## config.mk

```make
export PLATFORM = sky130hd
export DESIGN_NAME = huffman_prefix_decoder_unit
export DESIGN_NICKNAME = d
export VERILOG_FILES = /design/src/rtl/core/hpd_pkg.sv /design/src/rtl/core/hpd_table.sv /design/src/rtl/core/hpd_result_buf.sv /design/src/rtl/core/huffman_prefix_decoder_unit.sv
export SDC_FILE = /design/constraint.sdc
export NUM_CORES = 2
export LEC_CHECK = 0
export BUFFER_PORTS_ARGS = -buffer_cell sky130_fd_sc_hd__clkbuf_2
export CORE_MARGIN = 2
export CORE_UTILIZATION = 63
export DETAILED_ROUTE_END_ITERATION = 7
export PLACE_DENSITY = 0.77
export SLEW_MARGIN = 20
export SYNTH_ARGS = -nofsm -noshare
export SYNTH_HDL_FRONTEND = slang
export SYNTH_HIERARCHICAL = 1
export SYNTH_SLANG_ARGS = --single-unit
```

## constraint.sdc

```tcl
create_clock -name clk_i -period 3.99 [get_ports clk_i]
set_input_delay 0.798 -clock clk_i [delete_from_list [all_inputs] [get_ports clk_i]]
set_output_delay 0.798 -clock clk_i [all_outputs]
set_load 0.02 [all_outputs]
```

## src/rtl/core/hpd_pkg.sv

```systemverilog
// ----------------------------------------------------------------------------
// hpd_pkg
// Shared types and fixed field widths of the Huffman prefix decoder.
// ----------------------------------------------------------------------------
package hpd_pkg;

  localparam int unsigned CODE_W      = 16;
  localparam int unsigned ENT_LEN_W   = 5;
  localparam int unsigned SYM_W       = 8;
  localparam int unsigned IDX_W       = 7;
  localparam int unsigned BYTE_W      = 8;
  localparam int unsigned CFG_W       = 32;
  // wide enough for any running length up to 32 and any entry length
  localparam int unsigned LEN_CMP_W   = 6;

  // operation codes
  localparam logic OP_LOAD   = 1'b0;
  localparam logic OP_DECODE = 1'b1;

  typedef struct packed {
    logic              operation;
    logic [IDX_W-1:0]  entry_index;
    logic [CODE_W-1:0] entry_code;
    logic [ENT_LEN_W-1:0] entry_length;
    logic [SYM_W-1:0]  entry_symbol;
    logic [BYTE_W-1:0] coded_byte;
  } in_t;

  typedef struct packed {
    logic [SYM_W-1:0] symbol_out;
    logic             code_overflow;
    logic             last;
  } out_t;

  // one table slot as held in the memory
  typedef struct packed {
    logic [CODE_W-1:0]    code;
    logic [ENT_LEN_W-1:0] length;
    logic [SYM_W-1:0]     symbol;
  } entry_t;

  // request from the decode sequencer to the result buffer
  typedef struct packed {
    logic             push;
    logic             finish;
    logic [SYM_W-1:0] symbol;
    logic             overflow;
  } res_req_t;

  // status back from the result buffer
  typedef struct packed {
    logic ready;
    logic pending;
  } res_sts_t;

endpackage

```

## src/rtl/core/hpd_table.sv

```systemverilog
// ----------------------------------------------------------------------------
// hpd_table
// Code table memory, one write and one registered read per cycle, with
// per-slot valid flags cleared at reset.
// ----------------------------------------------------------------------------
module hpd_table import hpd_pkg::*; #(
  parameter int unsigned TABLE_ENTRIES = 128,
  localparam int unsigned AW = $clog2(TABLE_ENTRIES)
) (
  input  logic          clk_i,
  input  logic          rst_ni,
  input  logic          wr_en_i,
  input  logic [AW-1:0] wr_addr_i,
  input  entry_t        wr_entry_i,
  input  logic          rd_en_i,
  input  logic [AW-1:0] rd_addr_i,
  output entry_t        rd_entry_o,
  output logic          rd_valid_o
);

  entry_t                   mem_q [TABLE_ENTRIES];
  logic [TABLE_ENTRIES-1:0] valid_q;
  entry_t                   rd_entry_q;
  logic                     rd_valid_q;

  always_ff @(posedge clk_i) begin
    if (wr_en_i) begin
      mem_q[wr_addr_i] <= wr_entry_i;
    end
    if (rd_en_i) begin
      rd_entry_q <= mem_q[rd_addr_i];
    end
  end

  always_ff @(posedge clk_i or negedge rst_ni) begin
    if (!rst_ni) begin
      valid_q    <= '0;
      rd_valid_q <= 1'b0;
    end else begin
      if (wr_en_i) begin
        valid_q[wr_addr_i] <= 1'b1;
      end
      if (rd_en_i) begin
        rd_valid_q <= valid_q[rd_addr_i];
      end
    end
  end

  assign rd_entry_o = rd_entry_q;
  assign rd_valid_o = rd_valid_q;

endmodule

```

## src/rtl/core/hpd_result_buf.sv

```systemverilog
// ----------------------------------------------------------------------------
// hpd_result_buf
// Holds the newest result back until the next one or the end of the byte
// shows whether it is the last, then hands it to the output register.
// ----------------------------------------------------------------------------
module hpd_result_buf import hpd_pkg::*; (
  input  logic     clk_i,
  input  logic     rst_ni,
  input  res_req_t req_i,
  output res_sts_t sts_o,
  output logic     out_valid_o,
  input  logic     out_ready_i,
  output out_t     out_data_o
);

  logic             pend_q, pend_d;
  logic [SYM_W-1:0] pend_sym_q, pend_sym_d;
  logic             pend_ovf_q, pend_ovf_d;
  logic             out_valid_q, out_valid_d;
  out_t             out_q, out_d;
  logic             out_free;
  logic             ready;

  assign out_free = !out_valid_q || out_ready_i;
  assign ready    = !pend_q || out_free;

  always_comb begin
    pend_d      = pend_q;
    pend_sym_d  = pend_sym_q;
    pend_ovf_d  = pend_ovf_q;
    out_valid_d = out_valid_q;
    out_d       = out_q;
    if (out_valid_q && out_ready_i) begin
      out_valid_d = 1'b0;
    end
    if (ready && (req_i.push || req_i.finish)) begin
      if (pend_q) begin
        out_valid_d        = 1'b1;
        out_d.symbol_out   = pend_sym_q;
        out_d.code_overflow = pend_ovf_q;
        out_d.last         = req_i.finish;
      end
      pend_d = req_i.push;
      if (req_i.push) begin
        pend_sym_d = req_i.symbol;
        pend_ovf_d = req_i.overflow;
      end
    end
  end

  always_ff @(posedge clk_i) begin
    pend_sym_q <= pend_sym_d;
    pend_ovf_q <= pend_ovf_d;
    out_q      <= out_d;
  end

  always_ff @(posedge clk_i or negedge rst_ni) begin
    if (!rst_ni) begin
      pend_q      <= 1'b0;
      out_valid_q <= 1'b0;
    end else begin
      pend_q      <= pend_d;
      out_valid_q <= out_valid_d;
    end
  end

  assign sts_o.ready   = ready;
  assign sts_o.pending = pend_q;
  assign out_valid_o   = out_valid_q;
  assign out_data_o    = out_q;

endmodule

```

## src/rtl/core/huffman_prefix_decoder_unit.sv

```systemverilog
// ----------------------------------------------------------------------------
// huffman_prefix_decoder_unit
// Bit-serial Huffman prefix decoder: loads a code table, then shifts each
// coded byte in one bit at a time and scans the table for an exact match.
// ----------------------------------------------------------------------------
//
//  channel | direction | handshake               | payload
//  --------+-----------+-------------------------+-------------------------
//  in      | input     | in_valid_i / in_ready_o | in_data_i  (in_t)
//  out     | output    | out_valid_o/out_ready_i | out_data_o (out_t)
//  cfg     | input     | cfg_valid_i/cfg_ready_o | cfg_data_i total bits
//
//  A load transaction is written into the table straight from idle. A decode
//  transaction takes, per coded bit, a step, a table scan (stopping at the
//  first matching slot) and the hand-over of any result; the table memory
//  has a single read port, so the scan reads one slot at a time.
//  Reset clears the decode state, the bit total and all table valid flags;
//  no clearing pass is needed.
//  A stalled output holds the sequencer at its next result hand-over; the
//  input is taken only when the previous byte is fully processed.
//
module huffman_prefix_decoder_unit import hpd_pkg::*; #(
  parameter int unsigned TABLE_ENTRIES = 128,
  parameter int unsigned MAX_CODE_BITS = 16
) (
  input  logic             clk_i,
  input  logic             rst_ni,
  input  logic             in_valid_i,
  output logic             in_ready_o,
  input  in_t              in_data_i,
  output logic             out_valid_o,
  input  logic             out_ready_i,
  output out_t             out_data_o,
  input  logic             cfg_valid_i,
  output logic             cfg_ready_o,
  input  logic [CFG_W-1:0] cfg_data_i
);

  localparam int unsigned AW  = $clog2(TABLE_ENTRIES);
  localparam int unsigned RLW = $clog2(MAX_CODE_BITS + 1);
  // compare width: entry codes and the running code side by side
  localparam int unsigned CW  = (MAX_CODE_BITS > CODE_W) ? MAX_CODE_BITS : CODE_W;
  localparam int unsigned BCW = $clog2(BYTE_W + 1);

  typedef enum logic [2:0] {
    ST_IDLE,
    ST_BIT,
    ST_SCAN,
    ST_PUSH,
    ST_FLUSH
  } state_e;

  state_e                   state_q, state_d;
  logic [BYTE_W-1:0]        byte_q, byte_d;        // bit shifter, bit 0 next
  logic [BCW-1:0]           bitcnt_q, bitcnt_d;    // bits taken from byte
  logic [CFG_W-1:0]         consumed_q, consumed_d;
  logic [CFG_W-1:0]         total_q;
  logic [MAX_CODE_BITS-1:0] rcode_q, rcode_d;
  logic [RLW-1:0]           rlen_q, rlen_d;
  logic [AW:0]              addr_q, addr_d;        // next slot to read
  logic                     chk_q, chk_d;          // read data is live
  logic                     chk_last_q, chk_last_d;
  logic [SYM_W-1:0]         res_sym_q, res_sym_d;
  logic                     res_ovf_q, res_ovf_d;

  logic        in_acc;
  logic        tbl_we;
  logic        issue;
  entry_t      rd_entry;
  logic        rd_valid;
  logic [CW-1:0] len_mask;
  logic        len_eq;
  logic        code_eq;
  logic        hit;
  res_req_t    req;
  res_sts_t    sts;
  entry_t      wr_entry;

  assign cfg_ready_o = 1'b1;
  assign in_ready_o  = (state_q == ST_IDLE);
  assign in_acc      = in_valid_i && in_ready_o;

  // loads go straight into the table; slots past the end are dropped
  assign tbl_we = in_acc && (in_data_i.operation == OP_LOAD)
                  && (9'(in_data_i.entry_index) < 9'(TABLE_ENTRIES));
  assign wr_entry.code   = in_data_i.entry_code;
  assign wr_entry.length = in_data_i.entry_length;
  assign wr_entry.symbol = in_data_i.entry_symbol;

  assign issue = (state_q == ST_SCAN) && (addr_q < (AW+1)'(TABLE_ENTRIES));

  hpd_table #(
    .TABLE_ENTRIES (TABLE_ENTRIES)
  ) u_table (
    .clk_i      (clk_i),
    .rst_ni     (rst_ni),
    .wr_en_i    (tbl_we),
    .wr_addr_i  (AW'(in_data_i.entry_index)),
    .wr_entry_i (wr_entry),
    .rd_en_i    (issue),
    .rd_addr_i  (addr_q[AW-1:0]),
    .rd_entry_o (rd_entry),
    .rd_valid_o (rd_valid)
  );

  // entry code bits above its length take no part in the match
  always_comb begin
    for (int b = 0; b < int'(CW); b++) begin
      len_mask[b] = (b < int'(rd_entry.length));
    end
  end

  // lengths of zero or above the maximum never equal the running length
  assign len_eq  = (LEN_CMP_W'(rd_entry.length) == LEN_CMP_W'(rlen_q));
  assign code_eq = ((CW'(rd_entry.code) & len_mask) == CW'(rcode_q));
  assign hit     = chk_q && rd_valid && len_eq && code_eq;

  always_comb begin
    state_d    = state_q;
    byte_d     = byte_q;
    bitcnt_d   = bitcnt_q;
    consumed_d = consumed_q;
    rcode_d    = rcode_q;
    rlen_d     = rlen_q;
    addr_d     = addr_q;
    chk_d      = 1'b0;
    chk_last_d = 1'b0;
    res_sym_d  = res_sym_q;
    res_ovf_d  = res_ovf_q;
    req        = '0;

    case (state_q)
      ST_IDLE: begin
        if (in_acc && (in_data_i.operation == OP_DECODE)) begin
          byte_d   = in_data_i.coded_byte;
          bitcnt_d = '0;
          state_d  = ST_BIT;
        end
      end

      ST_BIT: begin
        // byte used up, or stream exhausted: a partial code stays held
        if ((bitcnt_q == BCW'(BYTE_W)) || (consumed_q >= total_q)) begin
          state_d = ST_FLUSH;
        end else begin
          consumed_d = consumed_q + 1'b1;
          rcode_d    = MAX_CODE_BITS'({rcode_q, byte_q[0]});
          rlen_d     = rlen_q + 1'b1;
          byte_d     = byte_q >> 1;
          bitcnt_d   = bitcnt_q + 1'b1;
          addr_d     = '0;
          state_d    = ST_SCAN;
        end
      end

      ST_SCAN: begin
        // one slot read per cycle, checked in the next cycle
        chk_d      = issue;
        chk_last_d = issue && (addr_q == (AW+1)'(TABLE_ENTRIES - 1));
        if (issue) begin
          addr_d = addr_q + 1'b1;
        end
        if (hit) begin
          res_sym_d = rd_entry.symbol;
          res_ovf_d = 1'b0;
          rcode_d   = '0;
          rlen_d    = '0;
          state_d   = ST_PUSH;
        end else if (chk_q && chk_last_q) begin
          if (rlen_q >= RLW'(MAX_CODE_BITS)) begin
            // full length reached with no match
            res_sym_d = '0;
            res_ovf_d = 1'b1;
            rcode_d   = '0;
            rlen_d    = '0;
            state_d   = ST_PUSH;
          end else begin
            state_d = ST_BIT;
          end
        end
      end

      ST_PUSH: begin
        req.push     = 1'b1;
        req.symbol   = res_sym_q;
        req.overflow = res_ovf_q;
        if (sts.ready) begin
          state_d = ST_BIT;
        end
      end

      ST_FLUSH: begin
        // marks the held result as the last of this byte
        req.finish = 1'b1;
        if (sts.ready) begin
          state_d = ST_IDLE;
        end
      end

      default: begin
        state_d = ST_IDLE;
      end
    endcase
  end

  always_ff @(posedge clk_i) begin
    byte_q    <= byte_d;
    addr_q    <= addr_d;
    res_sym_q <= res_sym_d;
    res_ovf_q <= res_ovf_d;
  end

  always_ff @(posedge clk_i or negedge rst_ni) begin
    if (!rst_ni) begin
      state_q    <= ST_IDLE;
      bitcnt_q   <= '0;
      consumed_q <= '0;
      total_q    <= '0;
      rcode_q    <= '0;
      rlen_q     <= '0;
      chk_q      <= 1'b0;
      chk_last_q <= 1'b0;
    end else begin
      state_q    <= state_d;
      bitcnt_q   <= bitcnt_d;
      consumed_q <= consumed_d;
      rcode_q    <= rcode_d;
      rlen_q     <= rlen_d;
      chk_q      <= chk_d;
      chk_last_q <= chk_last_d;
      if (cfg_valid_i && cfg_ready_o) begin
        total_q <= cfg_data_i;
      end
    end
  end

  hpd_result_buf u_result_buf (
    .clk_i       (clk_i),
    .rst_ni      (rst_ni),
    .req_i       (req),
    .sts_o       (sts),
    .out_valid_o (out_valid_o),
    .out_ready_i (out_ready_i),
    .out_data_o  (out_data_o)
  );

  // idle means the previous byte's last result has left the holding slot
  a_idle_no_pending : assert property (@(posedge clk_i) disable iff (!rst_ni)
    in_ready_o |-> !sts.pending)
    else $error("result still held while accepting input");

  a_rlen_bound : assert property (@(posedge clk_i) disable iff (!rst_ni)
    rlen_q <= RLW'(MAX_CODE_BITS))
    else $error("running length beyond maximum");

  a_empty_code : assert property (@(posedge clk_i) disable iff (!rst_ni)
    (rlen_q == '0) |-> (rcode_q == '0))
    else $error("running code not cleared with its length");

  a_decode_busy : assert property (@(posedge clk_i) disable iff (!rst_ni)
    (in_acc && (in_data_i.operation == OP_DECODE)) |=> !in_ready_o)
    else $error("input taken again before the byte was processed");

endmodule

```

# Word-level counts from Yosys, hierarchy flattened
# Memories as Yosys holds them, arrays and structs flattened. A register that Yosys moved wholly into a read port is not among the register bits.
# Cells that the tools add are included.
[op_classes]
add_sub_neg = 4
n_lt_le_gt_ge = 22
n_eq_ne = 15
muxes = 45
bitwise_logic = 4
reduce_logical = 31
[ops]
columns = ["op", "count"]
rows = [
  ["$or 128x128->128", 1],
  ["$mux 16", 4],
  ["$mux 8", 7],
  ["$lt 4x5->1 const A", 8],
  ["$add 32x1->32 const B", 1],
  ["$ge 32x32->1", 1],
  ["$pmux 16 s2", 1],
  ["$pmux 8 s2", 2],
  ["$lt 3x5->1 const A", 4],
  ["$mux 5", 4],
  ["$mux 3", 6],
  ["$and 16x16->16", 1],
  ["$eq 16x16->1", 1],
  ["$lt 7x8->1 const B", 2],
  ["$pmux 3 s5", 1],
  ["$mux 1", 13],
  ["$logic_and 1x1->1", 12],
  ["$lt 1x5->1 const A", 2],
  ["$lt 2x5->1 const A", 2],
  ["$pmux 5 s2", 1],
  ["$reduce_and 3->1", 3],
  ["$add 8x1->8 const B", 1],
  ["$eq 8x7->1 const B", 1],
  ["$lt 8x8->1 const B", 1],
  ["other kinds (24)", 41],
]
[totals]
register_bits = 269
mem_bits_rw = 3712
in_bits = 82
mem_count = 1
[mem_list]
columns = ["memory", "depth", "word_bits", "rd", "rd_clocked_by_memory_dff", "write_ports", "line_no", "text"]
rows = [
  ["u_table.mem_q", 128, 29, 1, 1, 1, "hpd_table.sv:21", "entry_t mem_q [TABLE_ENTRIES];"],
]

# Depth between registers and ports, before layout
[logic_depth]
ltp_word = 6
mapped_depth = 11
depth_no_buf = 9

# By module
# The synthesis kept the hierarchy.
[modules_own_cells]
columns = ["mod", "instances", "cells_per_inst", "area_each_um2", "seq_area_each_um2"]
rows = [
  ["hpd_table", 1, 5885, 146579.3, 115565.8],
  ["huffman_prefix_decoder_unit", 1, 649, 6377.4, 3103.0],
  ["hpd_result_buf", 1, 33, 713.2, 620.6],
]

# Worst setup path before layout
# Ideal clock, no wire load.
[synth_path]
path_type = "register to register"
from = "register state_q[1]"
to = "memory u_table/mem_q[105][0] (netlist name), enable pin"
setup_time_ns = 0.416
arrival_ns = 3.298
required_ns = 3.574
slack_ns = 0.276
stages_incl_launch_ff = 8
path_buffers = 3
period_less_slack_ns = 3.714
path_cell_list = "dfrtp_1 clkbuf_1 nor3_1 and3b_1 clkbuf_1 nand3_1 clkbuf_1 nor2_1"
[synth_via]
elab_chain_len = 5
[synth_rtl]
columns = ["element", "line_no", "text"]
rows = [
  ["start: declaration", "huffman_prefix_decoder_unit.sv:53", "state_e state_q, state_d;"],
  ["start signal: assignment", "huffman_prefix_decoder_unit.sv:224", "state_q <= state_d;"],
  ["$logic_not 3->1", "huffman_prefix_decoder_unit.sv:80", "assign in_ready_o = (state_q == ST_IDLE);"],
  ["net in_ready_o", "huffman_prefix_decoder_unit.sv:29", "output logic in_ready_o,"],
  ["$logic_and 1x1->1", "huffman_prefix_decoder_unit.sv:81", "assign in_acc = in_valid_i && in_ready_o;"],
  ["$logic_and 1x1->1", "huffman_prefix_decoder_unit.sv:84", "assign tbl_we = in_acc && (in_data_i.operation == OP_LOAD)"],
  ["net tbl_we", "huffman_prefix_decoder_unit.sv:67", "logic tbl_we;"],
  ["$mux 1", "hpd_table.sv:27", "if (wr_en_i) begin"],
  ["$mux 1 (not written as such)", "hpd_table.sv:28", "mem_q[wr_addr_i] <= wr_entry_i;"],
  ["end: declaration", "hpd_table.sv:21", ""],
]
# The timed path passes the listed nets, and every way through them passes these cells.

# Final worst setup path
[layout_path]
from = "register addr_q[0]"
to = "register, netlist name u_table/rd_entry_o[16]"
[layout_via]
elab_chain_len = 2
[layout_rtl]
columns = ["element", "line_no", "text"]
rows = [
  ["start: declaration", "huffman_prefix_decoder_unit.sv:60", "logic [AW:0] addr_q, addr_d;"],
  ["start signal: assignment", "huffman_prefix_decoder_unit.sv:208", "addr_q <= addr_d;"],
  ["$lt 8x8->1", "huffman_prefix_decoder_unit.sv:90", "assign issue = (state_q == ST_SCAN) && (addr_q < (AW+1)'(TABLE_ENTRIES));"],
  ["$logic_and 1x1->1", "huffman_prefix_decoder_unit.sv:90", ""],
]
# Several ways; a longest one is shown, not always the timed one.
# A chain may end at the register's enable or synchronous reset.

==> flow_summary.yaml <==
setup_path:
  regToRegEndpoint: "u_table/rd_entry_o[16]"
  criticalPathCategory: "flop to flop"
  timing.reg2reg.setup_slack_ps: 90
  reg2reg_depth: 6
  cp_data_required_time_ps: 4640
  path_max_fanout: 53
  cp.arrival_ps: 4560
  r2r-start: "addr_q[0]"
  critPathLaunchType: "flop"
  cp-end-kind: "flop"
clock_tree:
  clk_pin_slew_ps: 60
  clk_latency_ps: 980
  cts_max_path_buffers: 4
  h-tree-depth: 5
  tritoncts: "yes"
  clock_sinks: 4010
  postCtsSetupBuffers: 0
  cts_buffers: 396
  root_buffer: "clkbuf_16"
place:
  hpwl_mm: 210
  place_congestion: 0.912
  dp_slack_ps: 267
  portBuffers: 93
  postPlaceCellArea_sq_mm: 0.162
  dpl.cell_count: 9930
grt:
  antenna_found_initial: 25
  grt_pass1_wl_mm: 595
  grt_pass1_vias: 78900
  grt_usage_pct: 34.4
  grt_max_degree: 128
  gr-total-overflow: 0
floorplan:
  ios: 95
  rows: 181
  die_area_sq_mm: 0.248
  start_util_pct: 63.3
  core-area_sq_mm: 0.243
  die_y_um: 498
  die_w_um: 498
timing:
  rsz0062_at_grt: "no"
  fin_worst_skew_ps: 65.0
  finalSetupTns_ps: 0
  slew-limit-headroom_pct: 21.1
  tightest_slew_ps: 1180
  fin_crit_ps: 3900
  setup_slack_ps: 85.2
  setup_viol: 0
  hold_viol: 0
  drv_slew: 0
  fmax_mhz: 256
  timing.final.crit_share_pct: 97.9
  hold_ws_ps: 56.2
route:
  postRouteAntennaNets: 0
  drtPass1Iterations: 6
  drtIter0Drc: 11900
  wire_per_inst_um: 39.4
  vias: 76700
  drc_errors: 0
  viasPerCell: 7.21
  drt-total-wl_mm: 420
pwr:
  power_mw: 116
  power.density_mw_per_mm2: 665
  max-vdd-ir-drop_mv: 0.498
  p_leak_nw: 56.4
yosys:
  syn-cell-area_sq_mm: 0.154
  synth_nets: 6686
  ys_warn_count: 6
  syn_inst: 6566
  syn_avg_cell_area_sq_um: 23.4
cells_and_area:
  synthToLayoutAreaGrowth_pct: 13.7
  fin_cells: 10600
  layout-drive-gt1-share_pct: 33.9
  final_util_pct: 72.0
  final_cell_area_sq_mm: 0.175
  finalNetCount: 7247
hold_path:
  hp-class: "primary input to flop"
  worstHoldStart: "cfg_data_i[7]"
  min_path_cells: 3
  holdPathEnd: "total_q[7]"
job:
  cap_violations: 0
run_status:
  status: "finished clean"
==> layout by cell type (no fill, tap or decap), drive strengths merged, types with 37 or more instances in the layout <==
cell type	count
mux4	1186
ha	38
bufinv	37
nor4	44
or2	129
o22ai	117
clkinv	133
clkbuf	577
nand2	86
nor2	184
xor2	38
edfxtp	3785
inv	76
buf	437
nand3	39
o21ai	55
dfrtp	225
==> final cells by class <==
class,instances,area (sq um)
Sequential cell,4010,119000
Clock buffer,514,10600
Clock inverter,188,1880
Tap cell,3202,4010
Inverter,67,259
Fill cell,12700,68000
Antenna cell,16,40.0
Timing Repair Buffer,501,5000
Multi-Input combinational cell,2151,33600
==> power breakdown <==
part           switching [mW]  internal, mW
Sequential              0.747          46.9
Combinational            17.2          14.7
Clock                    15.7          21.1
==> sequential cells by signal, summed over array words and instances (netlist names), 4 cells and up <==
| register | count |
|---|---|
| res_sym_q | 8 |
| rcode_q | 16 |
| byte_q | 8 |
| total_q | 32 |
| consumed_q | 32 |
| u_table/valid_q | 128 |
| u_table/mem_q | 3712 |
| bitcnt_q | 4 |
| u_result_buf/pend_sym_q | 8 |
| addr_q | 8 |
| rlen_q | 5 |
| u_table/rd_entry_o | 29 |
| u_result_buf/out_data_o | 10 |
==> layer usage <==
metal / GRT usage, % / part of all wire, % / vias to the layer above
li1: - / - / 29000
met3: 8.32 / 12 / 1225
met5: 0 / 0.033 / -
met4: 17.1 / 6.1 / 20
met2: 54.6 / 49 / 6120
met1: 45.3 / 33 / 40400
==> critical path, cell delays in order (launching register included) <==
cell and delay [ps]:
edfxtp_1 660, buf_4 280, buf_12 350, mux4_2 590
mux4_2 550, o22ai_1 850, nor4_1 210
==> what timing repair did <==
action | in CTS | in global routing
hold endpoints to repair | 92 | 0
gates resized for setup | 0 | 0
hold buffers | 1 | 0
==> how the worst max path moves through the flow <==
stage / start / endpoint / slack (ps)
3_5_place_dp: addr_q[0] / u_table/rd_entry_o[16] / 270
2_1_floorplan: state_q[1] / u_table/mem_q[105][0] / 280
5_1_grt: addr_q[0] / u_table/rd_entry_o[16] / 40
4_1_cts: addr_q[0] / u_table/rd_entry_o[16] / 180
3_3_place_gp: addr_q[0] / u_table/rd_entry_o[16] / 300
6_report: addr_q[0] / u_table/rd_entry_o[16] / 90
No activity file was read; power rests on OpenSTA's default activity.
